==> src/rtl/msbs_pkg.sv <==
// ----------------------------------------------------------------------------
// msbs_pkg
// shared types and codes of the multi-stream barrier synchronizer
// ----------------------------------------------------------------------------
package msbs_pkg;

    localparam int NOZZLES    = 4;
    localparam int NOZ_W      = 2;
    localparam int PAY_W      = 32;
    localparam int ID_W       = 8;
    localparam int TASK_IDS   = 256;
    localparam int KIND_W     = 3;
    localparam int CFG_W      = 3;
    localparam int FIFO_DEPTH = 2;

    localparam logic [CFG_W-1:0] CFG_RESET = 3'd4;

    localparam logic CMD_FEED = 1'b0;
    localparam logic CMD_PULL = 1'b1;

    localparam logic [KIND_W-1:0] K_REGULAR = 3'd0;
    localparam logic [KIND_W-1:0] K_BARRIER = 3'd1;
    localparam logic [KIND_W-1:0] K_WAIT    = 3'd2;
    localparam logic [KIND_W-1:0] K_BEGIN   = 3'd3;
    localparam logic [KIND_W-1:0] K_TEND    = 3'd4;
    localparam logic [KIND_W-1:0] K_EOS     = 3'd5;

    localparam logic [1:0] ST_RUN  = 2'd0;
    localparam logic [1:0] ST_BAR  = 2'd1;
    localparam logic [1:0] ST_TASK = 2'd2;
    localparam logic [1:0] ST_DONE = 2'd3;

    localparam logic [2:0] OP_NOP  = 3'd0;
    localparam logic [2:0] OP_PULL = 3'd1;
    localparam logic [2:0] OP_REG  = 3'd2;
    localparam logic [2:0] OP_BAR  = 3'd3;
    localparam logic [2:0] OP_WAIT = 3'd4;
    localparam logic [2:0] OP_TEND = 3'd5;
    localparam logic [2:0] OP_EOS  = 3'd6;

    typedef struct packed {
        logic [2:0]       op;
        logic [NOZ_W-1:0] nozzle;
        logic [ID_W-1:0]  sync_id;
        logic [PAY_W-1:0] payload;
    } t_op_word;

    typedef struct packed {
        logic             yield_valid;
        logic [NOZ_W-1:0] yield_nozzle;
        logic [PAY_W-1:0] yield_payload;
        logic [NOZZLES-1:0] want_mask;
        logic             all_done;
        logic             feed_rejected;
    } t_result;

endpackage

==> src/rtl/msbs_fifo.sv <==
// ----------------------------------------------------------------------------
// msbs_fifo
// short word queue, push and pop in the same cycle
// ----------------------------------------------------------------------------
module msbs_fifo #(
    parameter int WIDTH = 8
) (
    input  logic             i_clk,
    input  logic             i_rst_n,
    input  logic             i_push,
    input  logic [WIDTH-1:0] i_wdata,
    output logic             o_full,
    input  logic             i_pop,
    output logic [WIDTH-1:0] o_rdata,
    output logic             o_empty
);

    localparam int DEPTH = msbs_pkg::FIFO_DEPTH;
    localparam int AW    = (DEPTH > 1) ? $clog2(DEPTH) : 1;
    localparam int CW    = $clog2(DEPTH + 1);

    logic [WIDTH-1:0] r_mem [DEPTH];
    logic [AW-1:0]    r_wp, n_wp;
    logic [AW-1:0]    r_rp, n_rp;
    logic [CW-1:0]    r_cnt, n_cnt;
    logic             do_push, do_pop;

    assign o_full  = (r_cnt == CW'(DEPTH));
    assign o_empty = (r_cnt == '0);
    assign do_push = i_push && !o_full;
    assign do_pop  = i_pop && !o_empty;
    assign o_rdata = r_mem[r_rp];

    always_comb begin
        n_wp  = r_wp;
        n_rp  = r_rp;
        n_cnt = r_cnt;
        if (do_push) begin
            n_wp = (r_wp == AW'(DEPTH - 1)) ? '0 : r_wp + 1'b1;
        end
        if (do_pop) begin
            n_rp = (r_rp == AW'(DEPTH - 1)) ? '0 : r_rp + 1'b1;
        end
        if (do_push && !do_pop) begin
            n_cnt = r_cnt + 1'b1;
        end else if (do_pop && !do_push) begin
            n_cnt = r_cnt - 1'b1;
        end
    end

    always_ff @(posedge i_clk) begin
        if (!i_rst_n) begin
            r_wp  <= '0;
            r_rp  <= '0;
            r_cnt <= '0;
        end else begin
            r_wp  <= n_wp;
            r_rp  <= n_rp;
            r_cnt <= n_cnt;
        end
    end

    always_ff @(posedge i_clk) begin
        if (do_push) begin
            r_mem[r_wp] <= i_wdata;
        end
    end

endmodule

==> src/rtl/msbs_front.sv <==
// ----------------------------------------------------------------------------
// msbs_front
// accepts input words, decodes them into operations and queues them
// ----------------------------------------------------------------------------
module msbs_front (
    input  logic                          i_clk,
    input  logic                          i_rst_n,
    input  logic                          i_push,
    output logic                          o_full,
    input  logic                          i_hold,
    input  logic                          i_cmd,
    input  logic [msbs_pkg::NOZ_W-1:0]    i_nozzle,
    input  logic [msbs_pkg::KIND_W-1:0]   i_element_kind,
    input  logic [msbs_pkg::ID_W-1:0]     i_sync_id,
    input  logic [msbs_pkg::PAY_W-1:0]    i_payload,
    output msbs_pkg::t_op_word            o_head,
    output logic                          o_empty,
    input  logic                          i_pop
);

    msbs_pkg::t_op_word op_word;
    logic               q_full;
    logic [$bits(msbs_pkg::t_op_word)-1:0] q_rdata;

    always_comb begin
        op_word.nozzle  = i_nozzle;
        op_word.sync_id = i_sync_id;
        op_word.payload = i_payload;
        if (i_cmd == msbs_pkg::CMD_PULL) begin
            op_word.op = msbs_pkg::OP_PULL;
        end else begin
            unique case (i_element_kind)
                msbs_pkg::K_REGULAR: op_word.op = msbs_pkg::OP_REG;
                msbs_pkg::K_BARRIER: op_word.op = msbs_pkg::OP_BAR;
                msbs_pkg::K_WAIT:    op_word.op = msbs_pkg::OP_WAIT;
                msbs_pkg::K_TEND:    op_word.op = msbs_pkg::OP_TEND;
                msbs_pkg::K_EOS:     op_word.op = msbs_pkg::OP_EOS;
                default:             op_word.op = msbs_pkg::OP_NOP;
            endcase
        end
    end

    assign o_full = q_full || i_hold;
    assign o_head = msbs_pkg::t_op_word'(q_rdata);

    msbs_fifo #(
        .WIDTH($bits(msbs_pkg::t_op_word))
    ) u_op_q (
        .i_clk   (i_clk),
        .i_rst_n (i_rst_n),
        .i_push  (i_push && !o_full),
        .i_wdata (op_word),
        .o_full  (q_full),
        .i_pop   (i_pop),
        .o_rdata (q_rdata),
        .o_empty (o_empty)
    );

endmodule

==> src/rtl/msbs_exec.sv <==
// ----------------------------------------------------------------------------
// msbs_exec
// nozzle state, completed task map, release rules and result queue
// ----------------------------------------------------------------------------
module msbs_exec (
    input  logic                         i_clk,
    input  logic                         i_rst_n,
    input  logic                         i_cfg_we,
    input  logic [msbs_pkg::CFG_W-1:0]   i_cfg_wdata,
    input  msbs_pkg::t_op_word           i_head,
    input  logic                         i_head_empty,
    output logic                         o_head_pop,
    output logic                         o_busy,
    output msbs_pkg::t_result            o_result,
    output logic                         o_empty,
    input  logic                         i_pop
);

    localparam int N  = msbs_pkg::NOZZLES;
    localparam int NW = msbs_pkg::NOZ_W;
    localparam int IW = msbs_pkg::ID_W;
    localparam int PW = msbs_pkg::PAY_W;
    localparam int CW = msbs_pkg::CFG_W;

    logic [CW-1:0] r_active;
    logic [CW-1:0] live_cnt;
    logic [N-1:0]  act;

    logic [1:0]    r_status   [N];
    logic [1:0]    n_status   [N];
    logic [N-1:0]  r_pend_v, n_pend_v;
    logic [PW-1:0] r_pend_w   [N];
    logic [PW-1:0] n_pend_w   [N];
    logic [IW-1:0] r_bar      [N];
    logic [IW-1:0] n_bar      [N];
    logic [IW-1:0] r_blk_task [N];
    logic [IW-1:0] n_blk_task [N];
    logic [N-1:0]  r_met, n_met;

    logic          r_task_map [msbs_pkg::TASK_IDS];
    logic          r_map_rd;
    logic          r_fwd_hit;
    logic          r_clr_busy;
    logic [IW-1:0] r_clr_addr;
    logic          map_we;
    logic [IW-1:0] map_wa;
    logic          map_wd;
    logic          map_bit;

    logic                r_ex_valid;
    msbs_pkg::t_op_word  r_ex;
    logic                adv, load, fire;
    logic                out_full;
    logic [$bits(msbs_pkg::t_result)-1:0] out_rdata;

    logic                is_feed, rej, tend_apply;
    logic [N-1:0]        wants;
    logic                pull_hit;
    logic [NW-1:0]       pull_idx;
    logic                bar_found, bar_all;
    logic [IW-1:0]       bid;
    msbs_pkg::t_result   res;

    assign live_cnt = (r_active == '0) ? CW'(1) :
                      (r_active > CW'(N)) ? CW'(N) : r_active;

    always_comb begin
        for (int i = 0; i < N; i++) begin
            act[i]   = CW'(i) < live_cnt;
            wants[i] = act[i] && (r_status[i] == msbs_pkg::ST_RUN) && !r_pend_v[i];
        end
    end

    assign adv        = !r_ex_valid || !out_full;
    assign load       = adv && !i_head_empty;
    assign fire       = r_ex_valid && !out_full;
    assign o_head_pop = load;
    assign o_busy     = r_clr_busy;

    assign is_feed    = (r_ex.op != msbs_pkg::OP_PULL);
    assign rej        = is_feed && !wants[r_ex.nozzle];
    assign tend_apply = is_feed && !rej && (r_ex.op == msbs_pkg::OP_TEND);
    assign map_bit    = r_map_rd || r_fwd_hit;

    // one step of the stream model
    always_comb begin
        n_status   = r_status;
        n_pend_v   = r_pend_v;
        n_pend_w   = r_pend_w;
        n_bar      = r_bar;
        n_blk_task = r_blk_task;
        n_met      = r_met;
        pull_hit   = 1'b0;
        pull_idx   = '0;
        bar_found  = 1'b0;
        bar_all    = 1'b1;
        bid        = '0;
        res        = '0;

        if (is_feed && !rej) begin
            unique case (r_ex.op)
                msbs_pkg::OP_REG: begin
                    n_pend_v[r_ex.nozzle] = 1'b1;
                    n_pend_w[r_ex.nozzle] = r_ex.payload;
                end
                msbs_pkg::OP_BAR: begin
                    n_status[r_ex.nozzle] = msbs_pkg::ST_BAR;
                    n_bar[r_ex.nozzle]    = r_ex.sync_id;
                end
                msbs_pkg::OP_WAIT: begin
                    if (!map_bit) begin
                        n_status[r_ex.nozzle]   = msbs_pkg::ST_TASK;
                        n_blk_task[r_ex.nozzle] = r_ex.sync_id;
                        n_met[r_ex.nozzle]      = 1'b0;
                    end
                end
                msbs_pkg::OP_EOS: begin
                    n_status[r_ex.nozzle] = msbs_pkg::ST_DONE;
                end
                default: begin
                end
            endcase
        end

        if (!is_feed) begin
            for (int i = 0; i < N; i++) begin
                if (!pull_hit && act[i] && (r_status[i] == msbs_pkg::ST_RUN) &&
                    r_pend_v[i]) begin
                    pull_hit = 1'b1;
                    pull_idx = NW'(i);
                end
            end
            if (pull_hit) begin
                n_pend_v[pull_idx] = 1'b0;
            end
        end

        // barrier release
        for (int i = 0; i < N; i++) begin
            if (!bar_found && act[i] && (n_status[i] == msbs_pkg::ST_BAR)) begin
                bar_found = 1'b1;
                bid       = n_bar[i];
            end
        end
        for (int i = 0; i < N; i++) begin
            if (act[i] && (n_status[i] != msbs_pkg::ST_DONE) &&
                !((n_status[i] == msbs_pkg::ST_BAR) && (n_bar[i] == bid))) begin
                bar_all = 1'b0;
            end
        end
        if (bar_found && bar_all) begin
            for (int i = 0; i < N; i++) begin
                if (act[i] && (n_status[i] == msbs_pkg::ST_BAR) && (n_bar[i] == bid)) begin
                    n_status[i] = msbs_pkg::ST_RUN;
                    n_bar[i]    = '0;
                end
            end
        end

        // task release
        for (int i = 0; i < N; i++) begin
            if (tend_apply && (n_status[i] == msbs_pkg::ST_TASK) &&
                (n_blk_task[i] == r_ex.sync_id)) begin
                n_met[i] = 1'b1;
            end
            if (act[i] && (n_status[i] == msbs_pkg::ST_TASK) && n_met[i]) begin
                n_status[i]   = msbs_pkg::ST_RUN;
                n_blk_task[i] = '0;
                n_met[i]      = 1'b0;
            end
        end

        res.yield_valid   = pull_hit;
        res.yield_nozzle  = pull_hit ? pull_idx : '0;
        res.yield_payload = pull_hit ? r_pend_w[pull_idx] : '0;
        res.feed_rejected = rej;
        res.all_done      = 1'b1;
        for (int i = 0; i < N; i++) begin
            res.want_mask[i] = act[i] && (n_status[i] == msbs_pkg::ST_RUN) && !n_pend_v[i];
            if (act[i] && (n_status[i] != msbs_pkg::ST_DONE)) begin
                res.all_done = 1'b0;
            end
        end
    end

    always_comb begin
        if (r_clr_busy) begin
            map_we = 1'b1;
            map_wa = r_clr_addr;
            map_wd = 1'b0;
        end else begin
            map_we = fire && tend_apply;
            map_wa = r_ex.sync_id;
            map_wd = 1'b1;
        end
    end

    always_ff @(posedge i_clk) begin
        if (!i_rst_n) begin
            r_active   <= msbs_pkg::CFG_RESET;
            r_pend_v   <= '0;
            r_met      <= '0;
            r_ex_valid <= 1'b0;
            r_fwd_hit  <= 1'b0;
            r_clr_busy <= 1'b1;
            r_clr_addr <= '0;
            for (int i = 0; i < N; i++) begin
                r_status[i]   <= msbs_pkg::ST_RUN;
                r_bar[i]      <= '0;
                r_blk_task[i] <= '0;
            end
        end else begin
            if (i_cfg_we) begin
                r_active <= i_cfg_wdata;
            end
            if (r_clr_busy) begin
                r_clr_addr <= r_clr_addr + 1'b1;
                if (r_clr_addr == IW'(msbs_pkg::TASK_IDS - 1)) begin
                    r_clr_busy <= 1'b0;
                end
            end
            if (fire) begin
                r_status   <= n_status;
                r_pend_v   <= n_pend_v;
                r_bar      <= n_bar;
                r_blk_task <= n_blk_task;
                r_met      <= n_met;
            end
            if (adv) begin
                r_ex_valid <= !i_head_empty;
            end
            if (load) begin
                r_fwd_hit <= fire && tend_apply && (r_ex.sync_id == i_head.sync_id);
            end
        end
    end

    always_ff @(posedge i_clk) begin
        if (fire) begin
            r_pend_w <= n_pend_w;
        end
        if (load) begin
            r_ex     <= i_head;
            r_map_rd <= r_task_map[i_head.sync_id];
        end
        if (map_we) begin
            r_task_map[map_wa] <= map_wd;
        end
    end

    assign o_result = msbs_pkg::t_result'(out_rdata);

    msbs_fifo #(
        .WIDTH($bits(msbs_pkg::t_result))
    ) u_res_q (
        .i_clk   (i_clk),
        .i_rst_n (i_rst_n),
        .i_push  (fire),
        .i_wdata (res),
        .o_full  (out_full),
        .i_pop   (i_pop),
        .o_rdata (out_rdata),
        .o_empty (o_empty)
    );

endmodule

==> src/rtl/multi_stream_barrier_sync.sv <==
// ----------------------------------------------------------------------------
// multi_stream_barrier_sync
// path: a word passes front queue, execute register, result queue to the output
// throughput: one word per cycle unless stalled; both queues decouple stalls
// reset: after reset the 256 completed task map entries are cleared, full high
// reset: all nozzles running, nothing buffered, active nozzle count 4
// ----------------------------------------------------------------------------
module multi_stream_barrier_sync (
    input  logic                          i_clk,
    input  logic                          i_rst_n,
    input  logic                          push,
    output logic                          full,
    input  logic                          i_cmd,
    input  logic [msbs_pkg::NOZ_W-1:0]    i_nozzle,
    input  logic [msbs_pkg::KIND_W-1:0]   i_element_kind,
    input  logic [msbs_pkg::ID_W-1:0]     i_sync_id,
    input  logic [msbs_pkg::PAY_W-1:0]    i_payload,
    output logic                          empty,
    input  logic                          pop,
    output logic                          o_yield_valid,
    output logic [msbs_pkg::NOZ_W-1:0]    o_yield_nozzle,
    output logic [msbs_pkg::PAY_W-1:0]    o_yield_payload,
    output logic [msbs_pkg::NOZZLES-1:0]  o_want_mask,
    output logic                          o_all_done,
    output logic                          o_feed_rejected,
    input  logic                          i_cfg_we,
    input  logic [msbs_pkg::CFG_W-1:0]    i_cfg_wdata
);

    msbs_pkg::t_op_word head;
    msbs_pkg::t_result  result;
    logic               head_empty;
    logic               head_pop;
    logic               busy;

    msbs_front u_front (
        .i_clk          (i_clk),
        .i_rst_n        (i_rst_n),
        .i_push         (push),
        .o_full         (full),
        .i_hold         (busy),
        .i_cmd          (i_cmd),
        .i_nozzle       (i_nozzle),
        .i_element_kind (i_element_kind),
        .i_sync_id      (i_sync_id),
        .i_payload      (i_payload),
        .o_head         (head),
        .o_empty        (head_empty),
        .i_pop          (head_pop)
    );

    msbs_exec u_exec (
        .i_clk        (i_clk),
        .i_rst_n      (i_rst_n),
        .i_cfg_we     (i_cfg_we),
        .i_cfg_wdata  (i_cfg_wdata),
        .i_head       (head),
        .i_head_empty (head_empty),
        .o_head_pop   (head_pop),
        .o_busy       (busy),
        .o_result     (result),
        .o_empty      (empty),
        .i_pop        (pop)
    );

    assign o_yield_valid   = result.yield_valid;
    assign o_yield_nozzle  = result.yield_nozzle;
    assign o_yield_payload = result.yield_payload;
    assign o_want_mask     = result.want_mask;
    assign o_all_done      = result.all_done;
    assign o_feed_rejected = result.feed_rejected;

    a_clear_after_reset: assert property (@(posedge i_clk)
        !i_rst_n |=> full)
        else $error("input not held off during map clearing");

    a_no_yield_zero: assert property (@(posedge i_clk) disable iff (!i_rst_n)
        (!empty && !o_yield_valid) |-> (o_yield_payload == '0 && o_yield_nozzle == '0))
        else $error("yield fields set without a yield");

    a_yield_wants: assert property (@(posedge i_clk) disable iff (!i_rst_n)
        (!empty && o_yield_valid) |-> (o_want_mask[o_yield_nozzle] && !o_feed_rejected))
        else $error("yielded nozzle not wanting data");

    a_done_no_want: assert property (@(posedge i_clk) disable iff (!i_rst_n)
        (!empty && o_all_done) |-> (o_want_mask == '0))
        else $error("done with a nozzle still wanting");

endmodule
==> config.mk <==
export PLATFORM = sky130hd
export DESIGN_NAME = multi_stream_barrier_sync
export DESIGN_NICKNAME = d
export VERILOG_FILES = /design/src/rtl/msbs_pkg.sv /design/src/rtl/msbs_fifo.sv /design/src/rtl/msbs_front.sv /design/src/rtl/msbs_exec.sv /design/src/rtl/multi_stream_barrier_sync.sv
export SDC_FILE = /design/constraint.sdc
export NUM_CORES = 1
export LEC_CHECK = 0
export BUFFER_PORTS_ARGS = -buffer_cell sky130_fd_sc_hd__buf_4
export CAP_MARGIN = 20
export CELL_PAD_IN_SITES_DETAIL_PLACEMENT = 1
export CELL_PAD_IN_SITES_GLOBAL_PLACEMENT = 1
export CORE_MARGIN = 4
export CORE_UTILIZATION = 51
export CTS_BUF_LIST = sky130_fd_sc_hd__clkbuf_8 sky130_fd_sc_hd__clkbuf_16
export DETAILED_ROUTE_END_ITERATION = 6
export GPL_ROUTABILITY_DRIVEN = 0
export GPL_TIMING_DRIVEN = 0
export PLACE_DENSITY_LB_ADDON = 0.08
export SETUP_SLACK_MARGIN = 0.4
export SLEW_MARGIN = 20
export SYNTH_ARGS = -nofsm -noshare
export SYNTH_HDL_FRONTEND = slang
export SYNTH_SLANG_ARGS = --single-unit
==> constraint.sdc <==
create_clock -name i_clk -period 5.5 [get_ports i_clk]
set_input_delay 0.275 -clock i_clk [delete_from_list [all_inputs] [get_ports i_clk]]
set_output_delay 0.275 -clock i_clk [all_outputs]
set_load 0.005 [all_outputs]
# Yosys cells after proc, flatten, opt, wreduce, memory -nomap -nowiden
# Memories as Yosys holds them, arrays and structs flattened. A register that Yosys moved wholly into a read port is not among the register bits.
# Cells that the tools add are included.
# classes
add_sub_neg,9
magnitude_cmp,12
n_eq_ne,38
mux,118
bitwise_logic,14
reduce_logical,140
# op_table
operator,count
2-to-1 mux 32 bit,10
2-to-1 mux 8 bit,17
bitwise mux 128 bit,1
logical AND 1 bit,92
equality test 8 bit,9
binary-select mux 32 bit (select 2 bit),1
bitwise mux 32 bit,2
demux 32 bit (select 2 bit),1
2-to-1 mux 1 bit,51
2-to-1 mux 2 bit,18
zero test 1 bit,30
2-to-1 mux 4 bit,7
one-hot mux 8 bit (3 select lines),1
zero test 2 bit,10
AND 4 bit,4
demux 8 bit (select 2 bit),1
"!= test 2 bit, second input constant",8
NOT 4 bit,4
"equality test 3 bit, second input constant",5
one-hot mux 3 bit (5 select lines),1
"equality test 2 bit, second input constant",6
bitwise OR 4 bit,3
"equality test 3 x 2 -> 1 bit, second input constant",3
2-to-1 mux 3 bit,3
24 further kinds,43
# word_totals
ff_bits,275
ramBits,428
output_inout_bits,43
memories,3
# memory_table
name,words,word_bits,read_ports,rd_clocked_by_memory_dff,write_ports,line_no,text
u_exec.r_task_map,256,1,1,1,1,msbs_exec.sv:40,logic r_task_map [msbs_pkg::TASK_IDS];
u_front.u_op_q.r_mem,2,45,1,1,1,msbs_fifo.sv:22,logic [WIDTH-1:0] r_mem [DEPTH];
u_exec.u_res_q.r_mem,2,41,1,1,1,msbs_fifo.sv:22,

# Longest topological paths before layout
# Gate-level depths: netlist of the first run.
# logic_depth
word_depth,50
ltp_mapped,14

# Cells and area by module
# A second synthesis of the first run with hierarchy kept.
# unflattened
hier_cells,2224
hier_area_um2,30615.6
# modules_own_cells
module,instances,cells_each,area_each_um2,seq_area_each_um2
msbs_exec,1,1896,23886.7,14794.2
msbs_fifo at u_front.u_op_q,1,165,3478.3,2802.7
msbs_fifo at u_exec.u_res_q,1,153,3183.1,2562.5
msbs_front,1,10,67.6,0.0

# Worst setup path after synthesis of the first run
# OpenSTA, ideal clock, no wires.
# synth_timing
path_kind,reg2reg
from,register u_exec.r_clr_busy (netlist: u_exec.o_busy)
to,"memory u_exec.r_task_map[100], enable pin"
setup_time_ns,0.254
arrival_time_ns,4.592
setup_slack_ns,0.654
path_stages_with_launch,7
path_buffers,2
period_less_slack_ns,4.846
cell_sequence,dfxtp_1 -> clkbuf_1 -> inv_1 -> o32ai_1 -> nand2_1 -> clkbuf_1 -> nor2_1
# synth_between
elab_chain_cells,3
word_cells_on_any_way,4
cone_classes,4 x mux
# synth_lines
item,line_no,text
start: declaration,msbs_exec.sv:43,logic r_clr_busy;
start signal: assignment,msbs_exec.sv:205,r_clr_busy <= 1'b1;
start signal: assignment,msbs_exec.sv:219,r_clr_busy <= 1'b0;
2-to-1 mux 1 bit,msbs_exec.sv:187,if (r_clr_busy) begin
2-to-1 mux 1 bit,msbs_exec.sv:246,if (map_we) begin
2-to-1 mux 1 bit (implied by the code),msbs_exec.sv:247,r_task_map[map_wa] <= map_wd;
end: declaration,msbs_exec.sv:40,
# Parallel ways exist; a longest one is shown, timed or not.

==> results of run 1 <==
## repair_timing
| action | 4_1_cts | 5_1_grt |
|---|---|---|
| hold buffers | 48 | 0 |
| endpoints found under the hold margin | 87 | 0 |
| setup endpoints to repair | 0 | 3 |
| resized for setup | 0 | 1 |
## state kept, by name, indices dropped and copies added, names as in the netlist, 2 cells and up, named ones only
signal	flops
u_exec.u_res_q.r_cnt	2
u_exec.r_clr_addr	8
u_exec.r_pend_w	128
u_exec.r_ex	45
u_exec.r_active	3
u_exec.u_res_q.r_mem	82
u_exec.r_task_map	256
u_exec.r_bar	32
u_exec.r_blk_task	32
u_exec.r_status	8
u_front.u_op_q.r_cnt	2
u_front.u_op_q.r_mem	90
u_exec.r_pend_v	4
u_exec.r_met	4
## final cells by class
type | instances | area (µm²) | area share
repair buffers | 153 | 1380 | 0.0385
plain buffers | 161 | 662 | 0.0185
clock inverters | 60 | 462 | 0.0129
clock buffers | 78 | 1940 | 0.0541
flip-flops and latches | 706 | 20200 | 0.562
well taps | 782 | 978 | 0.0273
inverters | 39 | 156 | 0.00436
multi-input cells | 1625 | 10100 | 0.282
## worst register-to-register path, stage by stage (launching register included)
cell       delay [ns]
edfxtp_1         0.44
buf_2            0.22
nor2_1           0.28
a41oi_1          0.37
nor2_1           0.43
clkbuf_1         0.40
a221oi_1         0.17
a2111oi_0        0.45
nand4_1          0.23
a22oi_1          0.29
o211a_1          0.24
nand3_1          0.28
nor2_1           0.44
a2bb2oi_1        0.35
## power by group through the flow
stage	clock (µW)	sequential [µW]	combinational [µW]
2_1_floorplan	0	6580	1900
3_3_place_gp	0	6650	3020
3_5_place_dp	0	6690	3140
4_1_cts	4980	6590	3200
5_1_grt	5240	6640	3460
6_report	4940	6610	3250
## kinds of logic (layout without fill, tap and decap cells)
group | after synthesis | count (layout) | share of synthesized area
fa+ha+maj | 3 | 3 | 0.00121
buf+inv | 200 | 491 | 0.0260
simple gates | 1067 | 1067 | 0.157
compound gates | 326 | 326 | 0.0774
mux | 174 | 174 | 0.0735
flops | 706 | 706 | 0.649
xor+xnor | 55 | 55 | 0.0155
## metal layers
metal,vias up,share of wire
li1,9769,-
met1,11300,0.39
met2,834,0.50
met3,204,0.066
met4,2,0.040
met5,-,0.00017
## per-stage QoR
stage	std cells	total power, µW	setup WS, ns
2_1_floorplan	2531	8480	0.654
5_1_grt	3604	15300	0.473
3_3_place_gp	3409	9670	-2.28
3_5_place_dp	3418	9830	0.837
4_1_cts	3604	14800	0.725
6_report	3604	14800	0.706
## cell usage in the layout, fill, tap and decap left out, types with 18 or more instances in the layout
cell,count
dlygate4sd3_1,48
mux2_2,95
dfxtp_1,104
mux2i_1,43
buf_1,22
and2_1,69
clkbuf_1,118
nand2_1,373
a211oi_1,18
xor2_1,24
clkbuf_16,77
clkinv_1,20
xnor2_1,31
a21oi_1,36
mux4_2,33
a31oi_1,22
nor2b_1,40
a22oi_1,35
o21ai_0,39
a311oi_1,43
inv_1,50
nand3_1,152
and3_1,25
edfxtp_1,602
nor2_1,313
buf_4,101
## synthesized netlist by cell type, drive strengths merged, types with 33 or more instances
cell type  number  area share
nor2          317       0.038
inv            37      0.0045
buf            43      0.0071
o21ai          45      0.0075
edfxtp        602        0.58
nand3         152       0.025
mux4           33       0.024
mux2           96       0.035
nand2         373       0.045
dfxtp         104       0.067
a22oi          35      0.0085
mux2i          45       0.015
clkbuf        118       0.014
a21oi          36      0.0058
and2           69       0.014
a311oi         44       0.013
nor2b          40      0.0081
## path summary, 6_finish.rpt
path,startpoint,end,cells after the start
worst min register to register,u_exec.r_met[0],u_exec.r_met[0],2
worst max-delay path,u_exec.r_ex[40],u_exec.u_res_q.r_mem[0][4],13
worst max register to register,u_exec.r_ex[40],u_exec.u_res_q.r_mem[0][4],13
worst min-delay path,i_cfg_we,u_exec.r_active[1],3
==> results.txt, run 1 <==
Most Crowded Layer GR = met2
CP bufs+invs = 2
drt wl/cell = 26.6 µm
Crit path top cell by count = nor2_1
initial antenna violation count = 2
crit-path max FO = 10
vias = 22.1k
Flop pwr share = 0.447
PortBufs = 96
slowest CP cell = a2111oi_0
Mapped Area = 31000 µm²
Post-Synthesis Net Count = 2588
post-route ant nets = 0
core area = 60400 µm²
CTS max path bufs = 3
nets = 2818
max incr delay on CP = 0.45 ns
VDD IR max = 0.239 mV
max cap viols = 0
drt first pass iters = 5
Detailed Place HPWL = 63800 µm
worst-skew pair later-pin latency = 0.63 ns
Finished Cell Area = 35900 µm²
unrepaired setup endpoints after global routing = false
register area share after synthesis = 0.649
flop2flop setup slack = 0.71 ns
crit path cell chain = buf_2 > nor2_1 > a41oi_1 > nor2_1 > clkbuf_1 > a221oi_1 > a2111oi_0 > nand4_1 > a22oi_1 > o211a_1 > nand3_1 > nor2_1 > a2bb2oi_1
Worst path top cell family by delay = compound AO/OA/AOI/OAI gates
Worst Tran Pin Value = 1.18 ns
final antenna diode count = 0
Clock transition at path regs = 0.06 ns
Area growth syn-to-layout = 15.5%
Fillers = 6057
Pleak = 0.0119 µW
post-layout minimum cycle time = 4.79 ns
GRT Resource Usage Total = 0.293
# Post-CTS Setup Buffers = 0
GRT met1 Usage = 0.363
Synth Register Bits = 706
dominant synthesized flop cell = edfxtp_1
I/O pins = 97
Layout Utilization = 0.594
Clock power frac = 0.333
Die W = 255 µm
Setup-failing EPs final = 0
fmax = 0.209 GHz
Net Sw Frac = 0.313
Pint = 10200 µW
Crit. End Element = flop
Die ar. = 64900 µm²
Root Buffer = clkbuf_16
Yosys Warn Count = 0
Initial DRC Count = 2148
total negative slack = 0 ns
CP startpoint kind = flop
Switching Power = 4630 µW
Rows = 90
Post-Route WL = 96000 µm
fin crit share = 0.872
pin count of the biggest net entering global routing = 169
Rel. slew slack = 0.190
EDFF count, synth = 602
Async S/R FF share, synth = 0
first-pass GRT wire length = 142000 µm
Placed Area = 33000 µm²
Post-Synthesis Cells = 2531
routed vias/inst = 6.14
status = completed
CTS HTree Levels = 3
Hold Slack = 0.0219 ns
Slew Limit Fails = 0
crit path DAT = 5.20 ns
Hold Path Class = in -> reg
clock sink total = 706
grt ovf = 0
Power Density = 413 nW/µm²
worst setup path class = reg -> reg
syn_area_per_cell = 12.3 µm²
CTS tree = yes
Fin. Hold Viols = 0
Die Height = 255 µm
fraction of layout cells with a size suffix above 1 = 0.139
GR met3 Demand/Resource = 0.0494
Initial Util = 0.514
CP Data Required Time = 5.91 ns
Comb pwr share = 0.220
worst clock skew = 0.0262 ns
met2 usage = 0.518
Num CTS Buffers = 75
DRC = 0
Netlist cell types = 84
vias in the first global route = 23.2k
Power figures use the tool's default switching activity.
==> run 2, diff against run 1 <==
CORE_MARGIN = default   (was 4)
==> results.txt, run 2 (synthesis results as in run 1) <==
max cap viols = 0 (unchanged)
Clock transition at path regs = 0.06 ns (about the same)
fmax = 0.205 GHz (was 0.209 GHz)
Rows = 90 (unchanged)
VDD IR max = 0.261 mV (was 0.239 mV)
Worst path top cell family by delay = compound AO/OA/AOI/OAI gates (unchanged)
fin crit share = 0.886 (was 0.872)
Layout Utilization = 0.598 (was 0.594)
final antenna diode count = 0 (unchanged)
I/O pins = 97 (unchanged)
Worst Tran Pin Value = 1.17 ns (was 1.18 ns)
worst-skew pair later-pin latency = 0.63 ns (about the same)
HP Start = i_cfg_we (unchanged)
worst clock skew = 0.0202 ns (was 0.0262 ns)
top flop regs = u_exec.r_task_map (256), u_exec.r_pend_w (128), u_front.u_op_q.r_mem (90) (unchanged)
crit-path max FO = 10 (unchanged)
Die ar. = 61900 µm² (was 64900 µm²)
drt first pass iters = 7 (was 5)
fraction of layout cells with a size suffix above 1 = 0.140 (was 0.139)
PortBufs = 96 (unchanged)
crit path cell chain = buf_2 > nor2_1 > buf_2 > a41oi_1 > a211oi_1 > a221oi_1 > a2111oi_0 > nand4_1 > a22oi_1 > o211a_1 > nand3_1 > nor2_1 > a2bb2oi_1 (was buf_2 > nor2_1 > a41oi_1 > nor2_1 > clkbuf_1 > a221oi_1 > a2111oi_0 > nand4_1 > a22oi_1 > o211a_1 > nand3_1 > nor2_1 > a2bb2oi_1)
max incr delay on CP = 0.85 ns (was 0.45 ns)
violated checks = design-rule violations
unrepaired setup endpoints after global routing = false (unchanged)
grt ovf = 0 (unchanged)
core area = 60200 µm² (was 60400 µm²)
GRT Resource Usage Total = 0.302 (was 0.293)
CP bufs+invs = 2 (unchanged)
status = complete, but fails checks (was completed)
Hold Slack = 0.0204 ns (was 0.0219 ns)
post-route ant nets = 0 (unchanged)
register with the most flip-flops = u_exec.r_task_map (unchanged)
most frequent cells in the layout = 602 x edfxtp_1, 373 x nand2_1, 313 x nor2_1 (unchanged)
Hold Path Class = in -> reg (unchanged)
slowest CP cell = a211oi_1 (was a2111oi_0)
initial antenna violation count = 1 (was 2)
placed cell count = 3419 (was 3418)
vias = 22.1k (about the same)
Crit. End Element = flop (unchanged)
Die W = 249 µm (was 255 µm)
crit path DAT = 5.31 ns (was 5.20 ns)
routed vias/inst = 6.12 (was 6.14)
Initial Util = 0.515 (was 0.514)
RR Startpoint = u_exec.r_ex[40] (unchanged)
non-filler instance count after layout = 3605 (was 3604)
Pleak = 0.0120 µW (was 0.0119 µW)
CTS max path bufs = 3 (unchanged)
Detailed Place HPWL = 63800 µm (about the same)
Initial DRC Count = 2086 (was 2148)
pin count of the biggest net entering global routing = 149 (was 169)
Largest register FFs = 256 (unchanged)
CP startpoint kind = flop (unchanged)
Rel. slew slack = 0.196 (was 0.190)
total negative slack = 0 ns (unchanged)
worst setup path class = reg -> reg (unchanged)
commonest non-fill, non-tap cell in the layout = edfxtp_1 (unchanged)
post-layout minimum cycle time = 4.88 ns (was 4.79 ns)
Fin. Hold Viols = 0 (unchanged)
Hold Path Depth = 3 (unchanged)
Root Buffer = clkbuf_16 (unchanged)
flop2flop setup slack = 0.62 ns (was 0.71 ns)
CTS tree = yes (unchanged)
Die Height = 249 µm (was 255 µm)
Num CTS Buffers = 75 (unchanged)
nets = 2822 (was 2818)
vias in the first global route = 23.0k (was 23.2k)
Setup-failing EPs final = 0 (unchanged)
CTS HTree Levels = 3 (unchanged)
clock sink total = 706 (unchanged)
CP Data Required Time = 5.93 ns (was 5.91 ns)
Power Density = 416 nW/µm² (was 413 nW/µm²)
DRC = 2 (was 0)
drt wl/cell = 26.1 µm (was 26.6 µm)
hold worst-path end = u_exec.r_active[0] (was u_exec.r_active[1])
Worst R2R Path Depth = 13 (unchanged)
Slew Limit Fails = 0 (unchanged)
Post-CTS Resized = 0 (unchanged)
Post-Route WL = 94300 µm (was 96000 µm)
first-pass GRT wire length = 140000 µm (was 142000 µm)
Area growth syn-to-layout = 16.0% (was 15.5%)
Worst R2R End = u_exec.u_res_q.r_mem[0][4] (unchanged)
==> run 2: what timing repair did <==
action	in CTS	in global routing
endpoints found under the hold margin	89	0
buffers inserted	0	0
hold buffers	51	0
==> run 2: final cells by class <==
cell class / count / area [µm²]
clock inverters: 55 / 563
multi-input cells: 1625 / 10100
flip-flops and latches: 706 / 20200
inverters: 39 / 156
fillers: 6031 / 24200
plain buffers: 161 / 662
clock buffers: 80 / 1950
well taps: 782 / 978
repair buffers: 157 / 1440
==> run 2: report_power, final <==
group / switching [µW] / internal, µW / total, µW
Clock: 2140 / 3000 / 5140
Combinational: 2170 / 1070 / 3250
Sequential: 265 / 6330 / 6600
==> run 2: layer usage <==
| metal | global-route usage | part of all wire | vias up | wire, µm |
|---|---|---|---|---|
| li1 | - | - | 9769 | - |
| met1 | 0.381 | 0.40 | 11300 | 38000 |
| met2 | 0.532 | 0.51 | 818 | 48100 |
| met3 | 0.0395 | 0.054 | 187 | 5080 |
| met4 | 0.113 | 0.033 | 0 | 3160 |
| met5 | 0 | 0 | - | 0 |
==> run 2: worst reg2reg max path, cell delays in order (launching register included) <==
cell       delay [ns]
edfxtp_1         0.44
buf_2            0.22
nor2_1           0.25
buf_2            0.29
a41oi_1          0.30
a211oi_1         0.86
a221oi_1         0.18
a2111oi_0        0.45
nand4_1          0.21
a22oi_1          0.25
o211a_1          0.23
nand3_1          0.29
nor2_1           0.41
a2bb2oi_1        0.31
==> run 2: metrics by stage <==
step | setup WS (ns) | area [µm²] | power [µW]
after floorplan | 0.654 | 31000 | 8480
after global placement | -2.21 | 32700 | 9670
after detailed placement | 0.838 | 33000 | 9830
after CTS | 0.796 | 36000 | 15000
after global routing | 0.501 | 36000 | 15400
final | 0.625 | 36000 | 15000
==> run 2: worst max-delay path by stage <==
stage	start	endpoint	cells after the start
floorplan	u_exec.o_busy	u_exec.r_task_map[100]	6
global placement	u_exec.o_busy	u_exec.r_task_map[90]	6
detailed placement	u_exec.r_ex[40]	u_exec.u_res_q.r_mem[0][4]	13
CTS	u_exec.r_ex[40]	u_exec.u_res_q.r_mem[0][4]	13
global route	u_exec.r_ex[40]	u_exec.u_res_q.r_mem[0][4]	13
finish	u_exec.r_ex[40]	u_exec.u_res_q.r_mem[0][4]	13
